<file path="src/sv/glp_pkg.sv">
`timescale 1ns / 1ps
// ----------------------------------------------------------------------------
// glp_pkg
// Shared types and constants of the grid line plotter.
// ----------------------------------------------------------------------------
package glp_pkg;

  localparam int MAX_SIDE_DEF = 128;
  localparam int COORD_W      = 7;
  localparam int SIDE_IN_W    = 8;
  localparam int NUM_W        = 2 * COORD_W;
  localparam int QUEUE_DEPTH  = 2;

  typedef enum logic [1:0] {
    CMD_CLEAR = 2'd0,
    CMD_MOVE  = 2'd1,
    CMD_LINE  = 2'd2,
    CMD_READ  = 2'd3
  } cmd_t;

  typedef enum logic [1:0] {
    ST_DONE   = 2'd0,
    ST_RANGE  = 2'd1,
    ST_NOGRID = 2'd2
  } status_t;

  typedef enum logic [2:0] {
    OP_CLEAR,
    OP_MARK,
    OP_LINE,
    OP_READ,
    OP_REJECT
  } op_kind_t;

  typedef struct packed {
    op_kind_t                   kind;
    status_t                    status;
    logic [SIDE_IN_W-1:0]       new_side;
    logic [COORD_W-1:0]         row;
    logic [COORD_W-1:0]         lo;
    logic [COORD_W-1:0]         hi;
    logic [COORD_W-1:0]         base;
    logic [COORD_W-1:0]         den;
    logic signed [COORD_W:0]    sdy;
  } op_t;

  typedef enum logic [3:0] {
    BK_IDLE,
    BK_CLR,
    BK_MK_RD,
    BK_MK_WR,
    BK_LN_INIT,
    BK_LN_RD,
    BK_LN_DIV,
    BK_LN_WR,
    BK_RD_REQ,
    BK_RD_GET,
    BK_RESP
  } bk_state_t;

endpackage

</file>
<file path="src/sv/glp_front.sv">
`timescale 1ns / 1ps
// ----------------------------------------------------------------------------
// glp_front
// Accepts command words, checks them against grid state, emits ops.
// ----------------------------------------------------------------------------
module glp_front #(
  parameter int MAX_SIDE = glp_pkg::MAX_SIDE_DEF
) (
  input  logic                           clk,
  input  logic                           rst_n,
  input  logic                           in_valid,
  output logic                           in_ready,
  input  logic [1:0]                     in_cmd,
  input  logic [glp_pkg::COORD_W-1:0]    in_coord_x,
  input  logic [glp_pkg::COORD_W-1:0]    in_coord_y,
  input  logic [glp_pkg::SIDE_IN_W-1:0]  in_new_side,
  input  logic                           push_ready,
  output logic                           push_valid,
  output glp_pkg::op_t                   push_op
);

  localparam int SW = $clog2(MAX_SIDE + 1);
  localparam int CW = (SW > glp_pkg::SIDE_IN_W) ? SW : glp_pkg::SIDE_IN_W;
  localparam int AW = glp_pkg::COORD_W;

  logic [SW-1:0] side_r, side_nxt;
  logic          ready_r, ready_nxt;
  logic [AW-1:0] pen_x_r, pen_x_nxt;
  logic [AW-1:0] pen_y_r, pen_y_nxt;

  logic              accept;
  logic              outside;
  logic signed [AW:0] dx, dy;
  glp_pkg::op_t      op;

  assign in_ready   = push_ready;
  assign push_valid = in_valid;
  assign accept     = in_valid && push_ready;
  assign push_op    = op;

  assign outside = (CW'(in_coord_x) >= CW'(side_r)) || (CW'(in_coord_y) >= CW'(side_r));
  assign dx      = $signed({1'b0, in_coord_x}) - $signed({1'b0, pen_x_r});
  assign dy      = $signed({1'b0, in_coord_y}) - $signed({1'b0, pen_y_r});

  always_comb begin
    op          = '0;
    op.kind     = glp_pkg::OP_REJECT;
    op.status   = glp_pkg::ST_DONE;
    op.new_side = in_new_side;
    op.row      = in_coord_x;
    op.lo       = in_coord_y;
    op.hi       = in_coord_y;
    if (in_cmd == glp_pkg::CMD_CLEAR) begin
      op.kind = glp_pkg::OP_CLEAR;
    end else if (!ready_r) begin
      op.status = glp_pkg::ST_NOGRID;
    end else if (outside) begin
      op.status = glp_pkg::ST_RANGE;
    end else begin
      case (in_cmd)
        glp_pkg::CMD_MOVE: begin
          op.kind = glp_pkg::OP_MARK;
        end
        glp_pkg::CMD_LINE: begin
          if (dx == '0) begin
            op.kind = glp_pkg::OP_MARK;
            op.lo   = (pen_y_r < in_coord_y) ? pen_y_r : in_coord_y;
            op.hi   = (pen_y_r < in_coord_y) ? in_coord_y : pen_y_r;
          end else begin
            op.kind = glp_pkg::OP_LINE;
            op.lo   = (pen_x_r < in_coord_x) ? pen_x_r : in_coord_x;
            op.hi   = (pen_x_r < in_coord_x) ? in_coord_x : pen_x_r;
            op.den  = dx[AW] ? AW'(-dx) : AW'(dx);
            op.sdy  = dx[AW] ? -dy : dy;
            op.base = dx[AW] ? in_coord_y : pen_y_r;
          end
        end
        glp_pkg::CMD_READ: begin
          op.kind = glp_pkg::OP_READ;
        end
        default: begin
          op.kind = glp_pkg::OP_REJECT;
        end
      endcase
    end
  end

  always_comb begin
    side_nxt  = side_r;
    ready_nxt = ready_r;
    pen_x_nxt = pen_x_r;
    pen_y_nxt = pen_y_r;
    if (accept) begin
      if (op.kind == glp_pkg::OP_CLEAR) begin
        ready_nxt = 1'b1;
        side_nxt  = (CW'(in_new_side) > CW'(MAX_SIDE)) ? SW'(MAX_SIDE) : SW'(in_new_side);
      end else if (op.kind == glp_pkg::OP_MARK || op.kind == glp_pkg::OP_LINE) begin
        pen_x_nxt = in_coord_x;
        pen_y_nxt = in_coord_y;
      end
    end
  end

  always_ff @(posedge clk) begin
    if (!rst_n) begin
      side_r  <= '0;
      ready_r <= 1'b0;
      pen_x_r <= '0;
      pen_y_r <= '0;
    end else begin
      side_r  <= side_nxt;
      ready_r <= ready_nxt;
      pen_x_r <= pen_x_nxt;
      pen_y_r <= pen_y_nxt;
    end
  end

endmodule

</file>
<file path="config.mk">
export PLATFORM = sky130hd
export DESIGN_NAME = glp_front
export DESIGN_NICKNAME = d
export VERILOG_FILES = /design/src/sv/glp_pkg.sv /design/src/sv/glp_front.sv
export SDC_FILE = /design/constraint.sdc
export NUM_CORES = 1
export LEC_CHECK = 0
export BUFFER_PORTS_ARGS = -buffer_cell sky130_fd_sc_hd__buf_2
export CAP_MARGIN = 20
export CORE_MARGIN = 2
export CORE_UTILIZATION = 50
export CTS_CLUSTER_SIZE = 40
export DETAILED_ROUTE_END_ITERATION = 6
export GPL_TIMING_DRIVEN = 0
export MAX_ROUTING_LAYER = met4
export PLACE_DENSITY = 0.76
export SETUP_SLACK_MARGIN = 0.4
export SLEW_MARGIN = 20
export SYNTH_ARGS = -nofsm -noshare
export SYNTH_HDL_FRONTEND = slang
export SYNTH_SLANG_ARGS = --single-unit
</file>
<file path="constraint.sdc">
create_clock -name clk -period 3.3 [get_ports clk]
set_input_delay 0.495 -clock clk [delete_from_list [all_inputs] [get_ports clk]]
set_output_delay 0.495 -clock clk [all_outputs]
set_load 0.02 [all_outputs]
</file>
==> key figures <==
Synth
  • Mean Syn Cell Area: 7.970 um^2
  • Post-synth EDFFs: 0
  • Prevailing post-synth register cell: dfxtp_1
  • Syn_nets: between 400 and 500
  • Ranking of synthesized cells by area: dfxtp_1, ha_1, mux2i_1
  • Post-synthesis sequential area ratio: 0.1416
  • Cell taking the most area after synthesis: dfxtp_1
  • Yosys reg bits: 23
  • Top-area cell type share of the netlist area: 0.1416
  • Post-Syn Area: 0.003252 mm^2
  • Post-synth cell types: 65
  • Gate count of the mapped netlist: 408
  • Cell with the most instances after synthesis: inv_1
  • Top cells by count, synth: inv_1, ha_1, nand2_1
  • Ys async rst share: 0
  • Number of warnings issued by yosys: 0

Drt
  • Vias per inst: 6.237
  • Initial drt markers: 193
  • Drt wl/cell: 20.12 um
  • DR vias: 3,842
  • Initial DRT Pass Iterations: 5
  • Met3 wire len: 743 um
  • Antenna Nets Post-Route: 0
  • Met1 WL: 4.994 mm
  • DR DRC count: 0
  • Final WL: 12.39 mm
  • Max layer used: met4
  • Met2 wire length: 6.232 mm

Floorplanning
  • Die width: 84.65 um
  • Ports: 86
  • Num rows: 29
  • Core area: between 0.006 and 0.007 mm^2
  • Starting Density: 0.5151
  • Die Ht: around 85 um
  • Die area: a little over 0.007 mm^2

CTS
  • TritonCTS Buffers: 3
  • # H-tree levels: 1
  • Bufs on Longest Clock Path: 2
  • Clock Sinks: 23
  • Clk pin slew, worst setup/hold paths: 0.10 ns
  • Clk Latency, worst-skew pair: 0.27 ns
  • CTS tree: done
  • Root Buffer: clkbuf_8

Placed design
  • Placed Cells: 569
  • PortBufs: between 80 and 90
  • GPL Wtd Cong: slightly above 0.9
  • Post-DP HPWL: 8.017 mm

Final layout
  • Final core occ: 0.8577
  • Layout cell share with drive strength beyond 1: 0.5473
  • Fillcell total: 340
  • Fin nets: 600
  • Multi-input combinational cell area: roughly 0.0033 mm^2
  • Antenna cell count: 0
  • Non-Filler Instances: 616
  • FF/Latch Area: 484.2 um^2
  • Area Growth Syn to Fin: 66.53%

STA
  • Min setup slack post-route: -0.01089 ns
  • Skew final: 0.007927 ns
  • Fin. Hold Viols: 0
  • Final setup vio count: 1
  • Pins Over Slew Limit: 0
  • RSZ-0062 raised after global routing: yes
  • Fmax: 0.3020 GHz
  • Fin Setup TNS: -0.01089 ns
  • Period utilisation layout: 1.003
  • Relative slew slack: 0.6741
  • Tightest Pin Transition: roughly 0.5 ns
  • Period minus WS final: 3.311 ns
  • Fin Hold WS: 0.5129 ns

Hold path
  • Hold Crit Class: input port to flip-flop
  • Worst hold path startpoint: rst_n

Power and ir drop
  • Pleak: approximately 2.2 nW
  • Pwr/cell area: 183.2 mW/mm^2
  • Maximum vdd drop: 209.3 uV

Worst setup path
  • WP data arrival: 2.82 ns
  • Crit. End Element: output pin
  • Nature of the critical path startpoint: flip-flop
  • Worst Setup SP: pen_x_r[0]
  • R2R Path Start: side_r[6]
  • CP Max Fanout: 6
  • CP Class: flip-flop to output pin
  • Critical Path RT: 2.80 ns

Global routing
  • Initial antenna violation count: 0
  • Global-route wire length before repair: around 18 mm
  • Total global routing overflow: 0
  • Largest net degree at the start of global routing: 14
  • Vias in the first global route: 3,691
  • GRT Util Overall: 0.3169

Status
  • Violated checks: negative setup slack
  • Status: finished, violations left

Flow run
  • Max-cap viol count: 0
==> kinds of logic after synthesis <==
kind of cell    count (synthesis)  synth area share
mux                            30           0.09696
flops                          23            0.1416
simple gates                  129            0.2166
fa+ha+maj                      32            0.1277
xor+xnor                       15           0.04271
compound gates                109            0.2643
buf+inv                        70            0.1100
==> critical path, cell delays in order, from the launching register on <==
cell       delay (ns)
dfxtp_4          0.36
ha_4             0.16
fa_2             0.37
nand2b_4         0.19
a21oi_4          0.18
xnor2_4          0.16
o2111ai_4        0.23
buf_6            0.21
o211ai_1         0.35
o221ai_4         0.17
buf_6            0.16
==> layout by cell type, fill, tap and decap left out, types with 3 or more instances in the layout <==
cell,count
nor3b_1,8
ha_2,3
mux2_2,12
buf_2,47
and3_1,4
inv_1,29
xor2_1,7
a21oi_2,8
nor2b_1,25
nor2_4,8
nand2_1,27
nand3_1,5
buf_8,4
clkbuf_1,3
o21a_1,4
dfxtp_2,4
buf_4,56
o21ai_4,3
a21oi_4,6
a211oi_2,3
mux2i_1,18
o221ai_4,14
a21oi_1,11
buf_6,43
nor2_1,17
o31a_1,4
nand4_1,3
nor3_1,4
ha_1,16
o211ai_1,16
o21ai_0,6
ha_4,11
inv_2,3
a21o_1,4
dfxtp_4,5
clkbuf_8,6
dfxtp_1,14
==> registers in the layout, indices dropped and copies added (netlist names) <==
| register | flops |
|---|---|
| ready_r | 1 |
| side_r | 8 |
| pen_x_r | 7 |
| pen_y_r | 7 |
==> power breakdown <==
part           switching (mW)  total (mW)  internal, mW
logic                   0.290       0.528         0.238
registers             0.00181       0.277         0.275
clock network           0.102       0.187        0.0845
==> routing by layer <==
metal / vias to the layer above / global-route usage
met5: - / -
li1: 1738 / -
met2: 212 / 0.5605
met4: 0 / 0.07359
met1: 1843 / 0.3908
met3: 49 / 0.02655
==> through the flow <==
| step | instance area (um^2) | worst slack, ns | power [mW] |
|---|---|---|---|
| 6_report | 5415 | -0.01089 | 0.9919 |
| 5_1_grt | 5415 | -0.09684 | 1.033 |
| 4_1_cts | 5031 | 0.03056 | 0.9414 |
| 3_5_place_dp | 4312 | -0.2799 | 0.6975 |
| 3_3_place_gp | 4312 | -0.2167 | 0.6875 |
| 2_1_floorplan | 3795 | 0.3353 | 0.5918 |
==> what timing repair did <==
action	in CTS	in global routing
cloned	1	1
hold buffers	0	0
pin swaps	26	30
setup buffers	31	10
setup endpoints to repair	38	39
gates resized for setup	113	72
==> worst paths after layout <==
| check | to | slack, ns | cells past startpoint |
|---|---|---|---|
| max | push_op[32] | -0.01 | 10 |
| min | side_r[7] | 0.51 | 2 |
| max reg2reg | pen_x_r[5] | 0.73 | 10 |
| min reg2reg | side_r[4] | 0.52 | 2 |
==> layout make-up <==
| type | count | share of cell area |
|---|---|---|
| multi-input cells | 315 | 0.6139 |
| repair buffers | 127 | 0.1895 |
| flip-flops and latches | 23 | 0.08942 |
| plain buffers | 34 | 0.05337 |
| inverters | 36 | 0.02750 |
| well taps | 77 | 0.01779 |
| clock buffers | 3 | 0.007625 |
| clock inverters | 1 | 0.0009242 |
No activity file was read; power rests on OpenSTA's default activity.
