**src/sv/glp_pkg.sv**
```systemverilog
`timescale 1ns / 1ps
// ----------------------------------------------------------------------------
// glp_pkg
// Shared types and constants of the grid line plotter.
// ----------------------------------------------------------------------------
package glp_pkg;

  localparam int MAX_SIDE_DEF = 128;
  localparam int COORD_W      = 7;
  localparam int SIDE_IN_W    = 8;
  localparam int NUM_W        = 2 * COORD_W;
  localparam int QUEUE_DEPTH  = 2;

  typedef enum logic [1:0] {
    CMD_CLEAR = 2'd0,
    CMD_MOVE  = 2'd1,
    CMD_LINE  = 2'd2,
    CMD_READ  = 2'd3
  } cmd_t;

  typedef enum logic [1:0] {
    ST_DONE   = 2'd0,
    ST_RANGE  = 2'd1,
    ST_NOGRID = 2'd2
  } status_t;

  typedef enum logic [2:0] {
    OP_CLEAR,
    OP_MARK,
    OP_LINE,
    OP_READ,
    OP_REJECT
  } op_kind_t;

  typedef struct packed {
    op_kind_t                   kind;
    status_t                    status;
    logic [SIDE_IN_W-1:0]       new_side;
    logic [COORD_W-1:0]         row;
    logic [COORD_W-1:0]         lo;
    logic [COORD_W-1:0]         hi;
    logic [COORD_W-1:0]         base;
    logic [COORD_W-1:0]         den;
    logic signed [COORD_W:0]    sdy;
  } op_t;

  typedef enum logic [3:0] {
    BK_IDLE,
    BK_CLR,
    BK_MK_RD,
    BK_MK_WR,
    BK_LN_INIT,
    BK_LN_RD,
    BK_LN_DIV,
    BK_LN_WR,
    BK_RD_REQ,
    BK_RD_GET,
    BK_RESP
  } bk_state_t;

endpackage

```
**src/sv/glp_queue.sv**
```systemverilog
`timescale 1ns / 1ps
// ----------------------------------------------------------------------------
// glp_queue
// Short FIFO of ops between front and back.
// ----------------------------------------------------------------------------
module glp_queue (
  input  logic         clk,
  input  logic         rst_n,
  input  logic         push_valid,
  output logic         push_ready,
  input  glp_pkg::op_t push_op,
  output logic         pop_valid,
  input  logic         pop,
  output glp_pkg::op_t pop_op
);

  localparam int QD = glp_pkg::QUEUE_DEPTH;
  localparam int PW = (QD > 1) ? $clog2(QD) : 1;
  localparam int NW = $clog2(QD + 1);

  glp_pkg::op_t  q_r [QD];
  logic [PW-1:0] wr_ptr_r, wr_ptr_nxt;
  logic [PW-1:0] rd_ptr_r, rd_ptr_nxt;
  logic [NW-1:0] cnt_r, cnt_nxt;
  logic          do_push, do_pop;

  assign push_ready = (cnt_r != NW'(QD));
  assign pop_valid  = (cnt_r != '0);
  assign pop_op     = q_r[rd_ptr_r];
  assign do_push    = push_valid && push_ready;
  assign do_pop     = pop && pop_valid;

  always_comb begin
    wr_ptr_nxt = wr_ptr_r;
    rd_ptr_nxt = rd_ptr_r;
    cnt_nxt    = cnt_r;
    if (do_push) begin
      wr_ptr_nxt = (wr_ptr_r == PW'(QD - 1)) ? '0 : wr_ptr_r + 1'b1;
    end
    if (do_pop) begin
      rd_ptr_nxt = (rd_ptr_r == PW'(QD - 1)) ? '0 : rd_ptr_r + 1'b1;
    end
    if (do_push && !do_pop) begin
      cnt_nxt = cnt_r + 1'b1;
    end else if (do_pop && !do_push) begin
      cnt_nxt = cnt_r - 1'b1;
    end
  end

  always_ff @(posedge clk) begin
    if (do_push) begin
      q_r[wr_ptr_r] <= push_op;
    end
  end

  always_ff @(posedge clk) begin
    if (!rst_n) begin
      wr_ptr_r <= '0;
      rd_ptr_r <= '0;
      cnt_r    <= '0;
    end else begin
      wr_ptr_r <= wr_ptr_nxt;
      rd_ptr_r <= rd_ptr_nxt;
      cnt_r    <= cnt_nxt;
    end
  end

endmodule

```
**config.mk**
```make
export PLATFORM = sky130hd
export DESIGN_NAME = glp_queue
export DESIGN_NICKNAME = d
export VERILOG_FILES = /design/src/sv/glp_pkg.sv /design/src/sv/glp_queue.sv
export SDC_FILE = /design/constraint.sdc
export NUM_CORES = 1
export LEC_CHECK = 0
export ABC_AREA = 1
export BUFFER_PORTS_ARGS = -buffer_cell sky130_fd_sc_hd__buf_2
export CAP_MARGIN = 20
export CORE_MARGIN = 1
export CORE_UTILIZATION = 30
export DETAILED_ROUTE_END_ITERATION = 6
export SLEW_MARGIN = 15
export SYNTH_ARGS = -nofsm -noshare
export SYNTH_HDL_FRONTEND = slang
export SYNTH_SLANG_ARGS = --single-unit
```
**constraint.sdc**
```tcl
create_clock -name clk -period 8.5 [get_ports clk]
set_input_delay 1.275 -clock clk [delete_from_list [all_inputs] [get_ports clk]]
set_output_delay 1.275 -clock clk [all_outputs]
set_load 0.02 [all_outputs]
```
==> results of run 1 <==
==> registers in the layout, summed over array words and instances, names as in the netlist, named ones only <==
signal / count
q_r: 112
cnt_r: 2
rd_ptr_r: 1
wr_ptr_r: 1
==> area by class of cell <==
type	instances	share of cell area, %
tap	184	3.98
clock buffer	19	7.49
sequential	117	60.0
inverter	8	0.519
timing repair buffer	119	10.4
clock inverter	13	1.99
multi-input combinational	80	15.7
==> cells in the mapped netlist, drive strengths merged <==
cell type	count
dfxtp	5
mux2	56
o21ai	2
buf	6
nand3	1
a21oi	1
nor2	8
edfxtp	112
nand2	9
o21a	1
inv	8
ha	1
nand4	1
==> worst paths after layout <==
path	endpoint	depth (start not counted)
setup / recovery	pop_op[36]	2
hold / removal	flop	2
setup reg to reg	q_r[1][1]	5
hold reg to reg	flop	2
==> kinds of logic (layout without fill, tap and decap cells) <==
kind of cell | count (synthesis) | in the layout
adders and majority gates | 1 | 1
and+or+nand+nor | 19 | 19
muxes | 56 | 56
DFF | 117 | 117
buffers and inverters | 14 | 159
AOI/OAI and AO/OA | 4 | 4
==> through the flow <==
| stage | cells | power (mW) | instance area (um^2) |
|---|---|---|---|
| 2_1_floorplan | 211 | 1.10 | 4450 |
| 3_3_place_gp | 508 | 1.22 | 5230 |
| 3_5_place_dp | 508 | 1.23 | 5230 |
| 4_1_cts | 540 | 1.90 | 5780 |
| 5_1_grt | 540 | 1.96 | 5780 |
| 6_report | 540 | 1.86 | 5780 |
==> layer usage <==
layer  part of all wire [%]  routed length [um]  global-route usage, %  up-vias
met3                    7.2                 571                   5.31       16
met2                     51                4010                   18.0       92
met1                     40                3190                   11.8     1116
met4                    2.0                 161                   6.48        0
met5                      0                   0                      0        -
li1                       -                   -                      -     1080
==> tightest hold or removal path: cells and delay by family, from the launching register on <==
| family | cells | cell delay [ps] |
|---|---|---|
| DFF | 1 | 320 |
| and+or+nand+nor | 2 | 150 |
==> power groups by stage <==
| stage | Sequential [mW] | Clock [mW] | Combinational [mW] |
|---|---|---|---|
| floorplan | 0.763 | 0 | 0.340 |
| global placement | 0.801 | 0 | 0.422 |
| detailed placement | 0.806 | 0 | 0.427 |
| CTS | 0.795 | 0.675 | 0.429 |
| global route | 0.803 | 0.699 | 0.456 |
| finish | 0.790 | 0.654 | 0.418 |
==> flow_metrics.env, run 1 <==
export IMPL_hp_class="flop to flop"
export IMPL_critPathKind="flop to primary output"
export IMPL_p_switching_mw=0.518
export IMPL_synth_simple_area_share_pct=1.69
export IMPL_final_cell_mix="117 x buf_2, 112 x edfxtp_1, 40 x mux2_4"
export IMPL_drtIter0Drc=107
export IMPL_syn_area_per_cell_um2=21.1
export IMPL_die_h_um=124
export IMPL_synth_top_family_by_area="multiplexers"
export IMPL_sw_frac_of_total_pct=27.8
export IMPL_pre_cts_slack_ps=5590
export IMPL_fillers=1351
export IMPL_seq_area_frac_synth_pct=77.9
export IMPL_area_delta_synth_final_pct=30.1
export IMPL_endpoint_kind="primary output"
export IMPL_yosysUniqueCellTypes=15
export IMPL_path_buf_inv=1
export IMPL_cp_start_kind="flop"
export IMPL_cts_tree="yes"
export IMPL_ant_nets=0
export IMPL_synthAdderAreaFrac_pct=0.281
export IMPL_die_area_um2=15300
export IMPL_cts_htree_levels=4
export IMPL_timing_fmax_ghz=0.306
export IMPL_final_max_slew_viol_count=0
export IMPL_grt_pass1_wl_um=12000
export IMPL_vdd_drop_max_uv=163
export IMPL_yosysWarnings=0
export IMPL_cts_sinks=117
export IMPL_worstHoldStart="rd_ptr_r"
export IMPL_vias=2304
export IMPL_dp_hpwl_um=5060
export IMPL_multi_input_area_um2=906
export IMPL_critical_path_cell_chain="mux2_2 -> buf_2"
export IMPL_grt_pass1_vias=2417
export IMPL_worst_pin_slew_ps=973
export IMPL_cts_clk_slew_worst_paths_ps=50
export IMPL_cp_arrival_ps=2000
export IMPL_r2r_setup_slack_ps=6490
export IMPL_yosysTopAreaCellShare_pct=75.7
export IMPL_drive_above_1_share_pct=57.3
export IMPL_min_period_ps=3270
export IMPL_synthCells=211
export IMPL_grt_setup_unrepaired="false"
export IMPL_wl_um=7930
export IMPL_max_stage_delay_ps=990
export IMPL_io_pin_count=118
export IMPL_cts_root_buf="clkbuf_16"
export IMPL_cp_required_ps=7220
export IMPL_hold_violations=0
export IMPL_grtUsageTotal_pct=11.1
export IMPL_insertion_delay_ps=410
export IMPL_max_slew_margin_pct=35.1
export IMPL_die_w_um=124
export IMPL_cts_path_max_buffers=2
export IMPL_cp_top_family="flip-flops"
export IMPL_ff_latch_area_um2=3470
export IMPL_netlist_area_um2=4450
export IMPL_setup_viol_count_final=0
export IMPL_yosysTopAreaCell="edfxtp_1"
export IMPL_status="complete, no violations"
export IMPL_final_common_cell="buf_2"
export IMPL_post_cts_setup_buffers=0
export IMPL_antenna_found_initial=0
export IMPL_synthMuxAreaShare_pct=17.6
export IMPL_core_um2=14500
export IMPL_p_int_mw=1.34
export IMPL_fin_nets=404
export IMPL_power_leakage_nw=2.26
export IMPL_fin_setup_tns_ps=0
export IMPL_routabilityCongestion=0.736
export IMPL_numCtsBuffers=17
export IMPL_start_util_pct=30.7
export IMPL_syn_nets=272
export IMPL_seqPwrFrac_pct=42.4
export IMPL_pwr_share_clk_pct=35.1
export IMPL_postCtsHoldBufs=0
export IMPL_crit_fanout=56
export IMPL_synth_xor_area_share_pct=0
export IMPL_hold_slack_ps=503
export IMPL_slowest_stage="dfxtp_4"
export IMPL_r2r_start="cnt_r[0]"
export IMPL_finalClockSkew_ps=5.41
export IMPL_io_buffers=117
export IMPL_grt_max_degree=57
export IMPL_drv_cap=0
export IMPL_synth_area_leaders="edfxtp_1 76%, mux2_4 14%, mux2_2 4.1%"
export IMPL_power_density_nw_per_um2=322
export IMPL_overflow=0
export IMPL_synth_seq_cells=117
export IMPL_synth_compound_area_share_pct=0.507
export IMPL_setup_ws_ps=5230
export IMPL_drtPass1Iterations=4
export IMPL_post_cts_resized=0
export IMPL_rows=44
export IMPL_fin_crit_sh_pct=38.5
export IMPL_viasPerCell=4.27
export IMPL_fin_util_pct=39.9
export IMPL_antenna_cells=0
export IMPL_combPwrFrac_pct=22.5
export IMPL_wire_per_inst_um=14.7
export IMPL_drc=0
Note: power is estimated with default switching activity, not from simulation.
==> run 2: changes to the inputs <==
- clock period: 8.5 -> 3.02 ns (I/O delays scaled with it)
==> run 2 against run 1 <==
Effect of this change:
- critical path type unchanged
- critical endpoint is now pop_op[40]
- global-route usage is 0.24 points lower
- first-iteration DRC count decreased by 27%
- combinational power rose to 2.9 times the previous value
==> flow_metrics.env, run 2 (synthesis results as in run 1) <==
export IMPL_cts_root_buf="clkbuf_16"
export IMPL_postCtsHoldBufs=0
export IMPL_drv_cap=0
export IMPL_holdPathEnd="q_r[0][35]"
export IMPL_wl_um=7850
export IMPL_drtPass1Iterations=4
export IMPL_min_period_ps=2420
export IMPL_power_leakage_nw=2.28
export IMPL_fin_cells=541
export IMPL_min_path_cells=1
export IMPL_pre_cts_slack_ps=976
export IMPL_endpoint_kind="primary output"
export IMPL_routed_top_layer="met5"
export IMPL_status="complete, no violations"
export IMPL_reg_top3="q_r: 112 flops, cnt_r: 2 flops"
export IMPL_dr_wl_met3_um=605
export IMPL_cts_htree_levels=4
export IMPL_drc=0
export IMPL_fin_nets=405
export IMPL_drive_above_1_share_pct=57.7
export IMPL_grt_pass1_vias=2346
export IMPL_drtIter0Drc=78
export IMPL_dp_hpwl_um=4970
export IMPL_fin_util_pct=40.2
export IMPL_cts_clk_slew_worst_paths_ps=50
export IMPL_finalClockSkew_ps=6.03
export IMPL_cp_required_ps=2570
export IMPL_grt_pass1_wl_um=11700
export IMPL_ant_nets=0
export IMPL_cp_start_kind="flop"
export IMPL_final_max_slew_viol_count=0
export IMPL_regMostFlops="q_r"
export IMPL_worst_r2r_cell_count=5
export IMPL_die_h_um=124
export IMPL_post_cts_setup_buffers=0
export IMPL_die_area_um2=15300
export IMPL_viasPerCell=4.23
export IMPL_r2r_setup_slack_ps=1160
export IMPL_crit_fanout=34
export IMPL_die_w_um=124
export IMPL_worst_pin_slew_ps=787
export IMPL_routabilityCongestion=0.657
export IMPL_numCtsBuffers=17
export IMPL_insertion_delay_ps=410
export IMPL_max_slew_margin_pct=47.5
export IMPL_post_cts_resized=0
export IMPL_start_util_pct=30.7
export IMPL_r2r_start="cnt_r[0]"
export IMPL_critical_path_cell_chain="buf_12 -> mux2_2 -> buf_2"
export IMPL_area_delta_synth_final_pct=31.0
export IMPL_antenna_cells=0
export IMPL_largest_register_ffs=112
export IMPL_vdd_drop_max_uv=418
export IMPL_power_density_nw_per_um2=917
export IMPL_core_um2=14500
export IMPL_antenna_found_initial=1
export IMPL_wire_per_inst_um=14.5
export IMPL_dp_cells=509
export IMPL_max_stage_delay_ps=730
export IMPL_vias=2286
export IMPL_slowest_stage="dfxtp_4"
export IMPL_setup_viol_count_final=0
export IMPL_critPathKind="flop to primary output"
export IMPL_r2r_end="q_r[0][8]"
export IMPL_cts_path_max_buffers=2
export IMPL_io_buffers=117
export IMPL_fin_crit_sh_pct=80.1
export IMPL_hp_class="input pin to flop"
export IMPL_timing_fmax_ghz=0.413
export IMPL_worstHoldStart="push_op[35]"
export IMPL_cp_arrival_ps=1970
export IMPL_cts_tree="yes"
export IMPL_overflow=0
export IMPL_cts_sinks=117
export IMPL_rows=44
export IMPL_met1Wirelength_um=3150
export IMPL_grt_setup_unrepaired="false"
export IMPL_grt_max_degree=57
export IMPL_final_common_cell="buf_2"
export IMPL_wl_met2_um=3960
export IMPL_io_pin_count=118
export IMPL_setup_ws_ps=601
export IMPL_final_cell_mix="117 x buf_2, 112 x edfxtp_1, 40 x mux2_4"
export IMPL_grtUsageTotal_pct=10.9
export IMPL_hold_violations=0
[run 2: changes by cell type in the layout (fill, tap and decap cells not counted)]
cell	change
clkinv_2	+1
clkinvlp_4	-1
clkinv_1	-1
bufinv_16	+1
buf_12	+1
[run 2: metrics by stage]
stage               TNS, ps  hold slack (ps)  cell area (um^2)  total power [mW]
finish                    0              230              5830              5.34
CTS                       0              205              5830              5.43
floorplan            -58560              467              4450              3.10
global route              0              207              5830              5.60
detailed placement        0              489              5250              3.47
global placement          0              486              5250              3.44
[run 2: worst max-delay path, delay by kind of cell, from the launching register on]
kind	cells	cell delay, ps
flops	1	730
mux	1	360
buf+inv	2	440
[run 2: final cells by class]
cell class / count / area, um^2
Sequential cell: 117 / 3470
Timing Repair Buffer: 120 / 621
Fill cell: 1328 / 8650
Multi-Input combinational cell: 80 / 906
Tap cell: 184 / 230
Clock buffer: 19 / 433
Clock inverter: 13 / 139
Inverter: 8 / 30.0
[run 2: report_power, final]
part           switching (mW)  total (mW)  internal [mW]
combinational           0.685        1.23          0.542
sequential              0.122        2.18           2.06
clock                   0.657        1.93           1.27
total                    1.46        5.34           3.88
[run 2: worst max path at each step]
stage,from,end,slack (ps),cells past startpoint
CTS,flop,pop_op[40],530,3
global route,flop,pop_op[40],480,3
detailed placement,flop,pop_op[40],980,3
global placement,flop,pop_op[40],1000,3
floorplan,cnt_r[0],q_r[0][0],-520,4
finish,flop,pop_op[40],600,3
[run 2: routing by layer]
| layer | vias up | track usage [%] |
|---|---|---|
| li1 | 1076 | - |
| met1 | 1111 | 11.5 |
| met4 | 2 | 6.10 |
| met3 | 17 | 5.68 |
| met2 | 80 | 17.5 |
| met5 | - | 0 |
==> run 3: changes to the inputs <==
- clock period: 3.02 -> 1.95 ns (I/O delays scaled with it)
==> run 3 against run 2 <==
Effect of this change:
- combinational power is 68% higher
- sequential power is 52% higher
- sequential cell count stayed put
- non-clock buffer count is 3 higher
- worst setup slack worse by 550 ps
- highest routed layer unchanged
- wire length is 3.3% higher
- largest cell class unchanged
- global-route usage is 0.50 points higher
- hold slack worse by 160 ps
==> flow_metrics.env, run 3 (synthesis results as in run 1) <==
export IMPL_cp_required_ps=1660
export IMPL_drive_above_1_share_pct=57.3
export IMPL_hold_violations=0
export IMPL_critPathKind="flop to primary output"
export IMPL_placed_area_um2=5320
export IMPL_vdd_drop_max_uv=629
export IMPL_r2r_setup_slack_ps=420
export IMPL_grt_pass1_vias=2389
export IMPL_cts_root_buf="clkbuf_16"
export IMPL_setup_viol_count_final=0
export IMPL_io_pin_count=118
export IMPL_overflow=0
export IMPL_worst_pin_slew_ps=353
export IMPL_regMostFlops="q_r"
export IMPL_die_w_um=124
export IMPL_final_cell_mix="117 x buf_2, 112 x edfxtp_1, 44 x mux2_4"
export IMPL_drtPass1Iterations=4
export IMPL_final_max_slew_viol_count=0
export IMPL_timing_fmax_ghz=0.527
export IMPL_grt_max_degree=34
export IMPL_post_cts_setup_buffers=0
export IMPL_die_area_um2=15300
export IMPL_drc=0
export IMPL_design_area_um2=5840
export IMPL_viasPerCell=4.24
export IMPL_numCtsBuffers=17
export IMPL_endpoint_kind="primary output"
export IMPL_hp_class="input pin to flop"
export IMPL_cp_arrival_ps=1600
export IMPL_wl_um=8100
export IMPL_reg_top3="q_r: 112 flops, cnt_r: 2 flops"
export IMPL_io_buffers=117
export IMPL_status="complete, no violations"
export IMPL_rows=44
export IMPL_antenna_cells=0
export IMPL_min_period_ps=1900
export IMPL_area_delta_synth_final_pct=31.3
export IMPL_power_density_nw_per_um2=1380
export IMPL_drv_cap=0
export IMPL_grtUsageTotal_pct=11.4
export IMPL_finalClockSkew_ps=11.5
export IMPL_largest_register_ffs=112
export IMPL_final_common_cell="buf_2"
export IMPL_vias=2298
export IMPL_start_util_pct=30.7
export IMPL_antenna_found_initial=1
export IMPL_cts_sinks=117
export IMPL_cts_tree="yes"
export IMPL_crit_fanout=26
export IMPL_cts_htree_levels=4
export IMPL_grt_setup_unrepaired="true"
export IMPL_power_leakage_nw=2.29
export IMPL_routabilityCongestion=0.624
export IMPL_grt_pass1_wl_um=12100
export IMPL_cts_clk_slew_worst_paths_ps=50
export IMPL_dp_cells=512
export IMPL_postCtsHoldBufs=0
export IMPL_drtIter0Drc=112
export IMPL_fin_cells=542
export IMPL_max_slew_margin_pct=76.5
export IMPL_ant_nets=0
export IMPL_die_h_um=124
export IMPL_core_um2=14500
export IMPL_fin_crit_sh_pct=97.3
export IMPL_wire_per_inst_um=15.0
export IMPL_cp_start_kind="flop"
export IMPL_dp_hpwl_um=5330
export IMPL_fin_nets=408
export IMPL_cts_path_max_buffers=2
export IMPL_fin_util_pct=40.3
export IMPL_insertion_delay_ps=410
[run 3: cell count changes in the layout (fill, tap and decap cells not counted), moves of 3 or more]
cell      delta
clkinv_2     -3
mux2_2       -4
buf_12       +3
mux2_4       +4
[run 3: final cells by class]
cell class                 instances  area [um^2]
fill                            1343         8640
sequential                       117         3470
multi-input combinational         80          926
timing repair buffer             123          681
clock buffer                      21          440
tap                              184          230
clock inverter                     9         63.8
inverter                           8         30.0
[run 3: final timing paths]
| check | startpoint | end | cells past startpoint |
|---|---|---|---|
| worst min-delay path | push_op[41] | q_r[0][41] | 1 |
| worst max-delay path | flop | pop_op[51] | 3 |
| worst max register to register | cnt_r[0] | cnt_r[1] | 10 |
| worst min register to register | rd_ptr_r | flop | 2 |
[run 3: timing repair]
action	4_1_cts	5_1_grt
setup endpoints to repair	0	15
hold endpoints to repair	0	0
gates resized for setup	0	4
[run 3: routing by layer]
metal  global-route usage, %  wire length, um  vias up
li1                        -                -     1080
met1                    12.4             3290     1126
met2                    18.7             4190       75
met3                    4.62              465       15
met4                    6.78              144        2
met5                       0               13        -
[run 3: critical path, cell delays in order (launching register included)]
cell,delay [ps]
dfxtp_4,430
buf_12,220
mux2_2,360
buf_2,160
[run 3: stage by stage]
| step | setup slack (ps) | hold slack [ps] | total power, mW | setup TNS, ps |
|---|---|---|---|---|
| 2_1_floorplan | 14.6 | 391 | 4.81 | 0 |
| 3_3_place_gp | 470 | 481 | 5.40 | 0 |
| 3_5_place_dp | 447 | 485 | 5.46 | 0 |
| 4_1_cts | 1.46 | 45.1 | 8.19 | 0 |
| 5_1_grt | -26.3 | 44.6 | 8.46 | -185 |
| 6_report | 53.3 | 70.9 | 8.06 | 0 |
[run 3: power breakdown]
part | internal (mW) | total (mW) | leakage [nW] | switching, mW
combinational | 0.911 | 2.07 | 0.955 | 1.16
sequential | 3.19 | 3.31 | 1.09 | 0.119
clock | 1.70 | 2.68 | 0.248 | 0.978
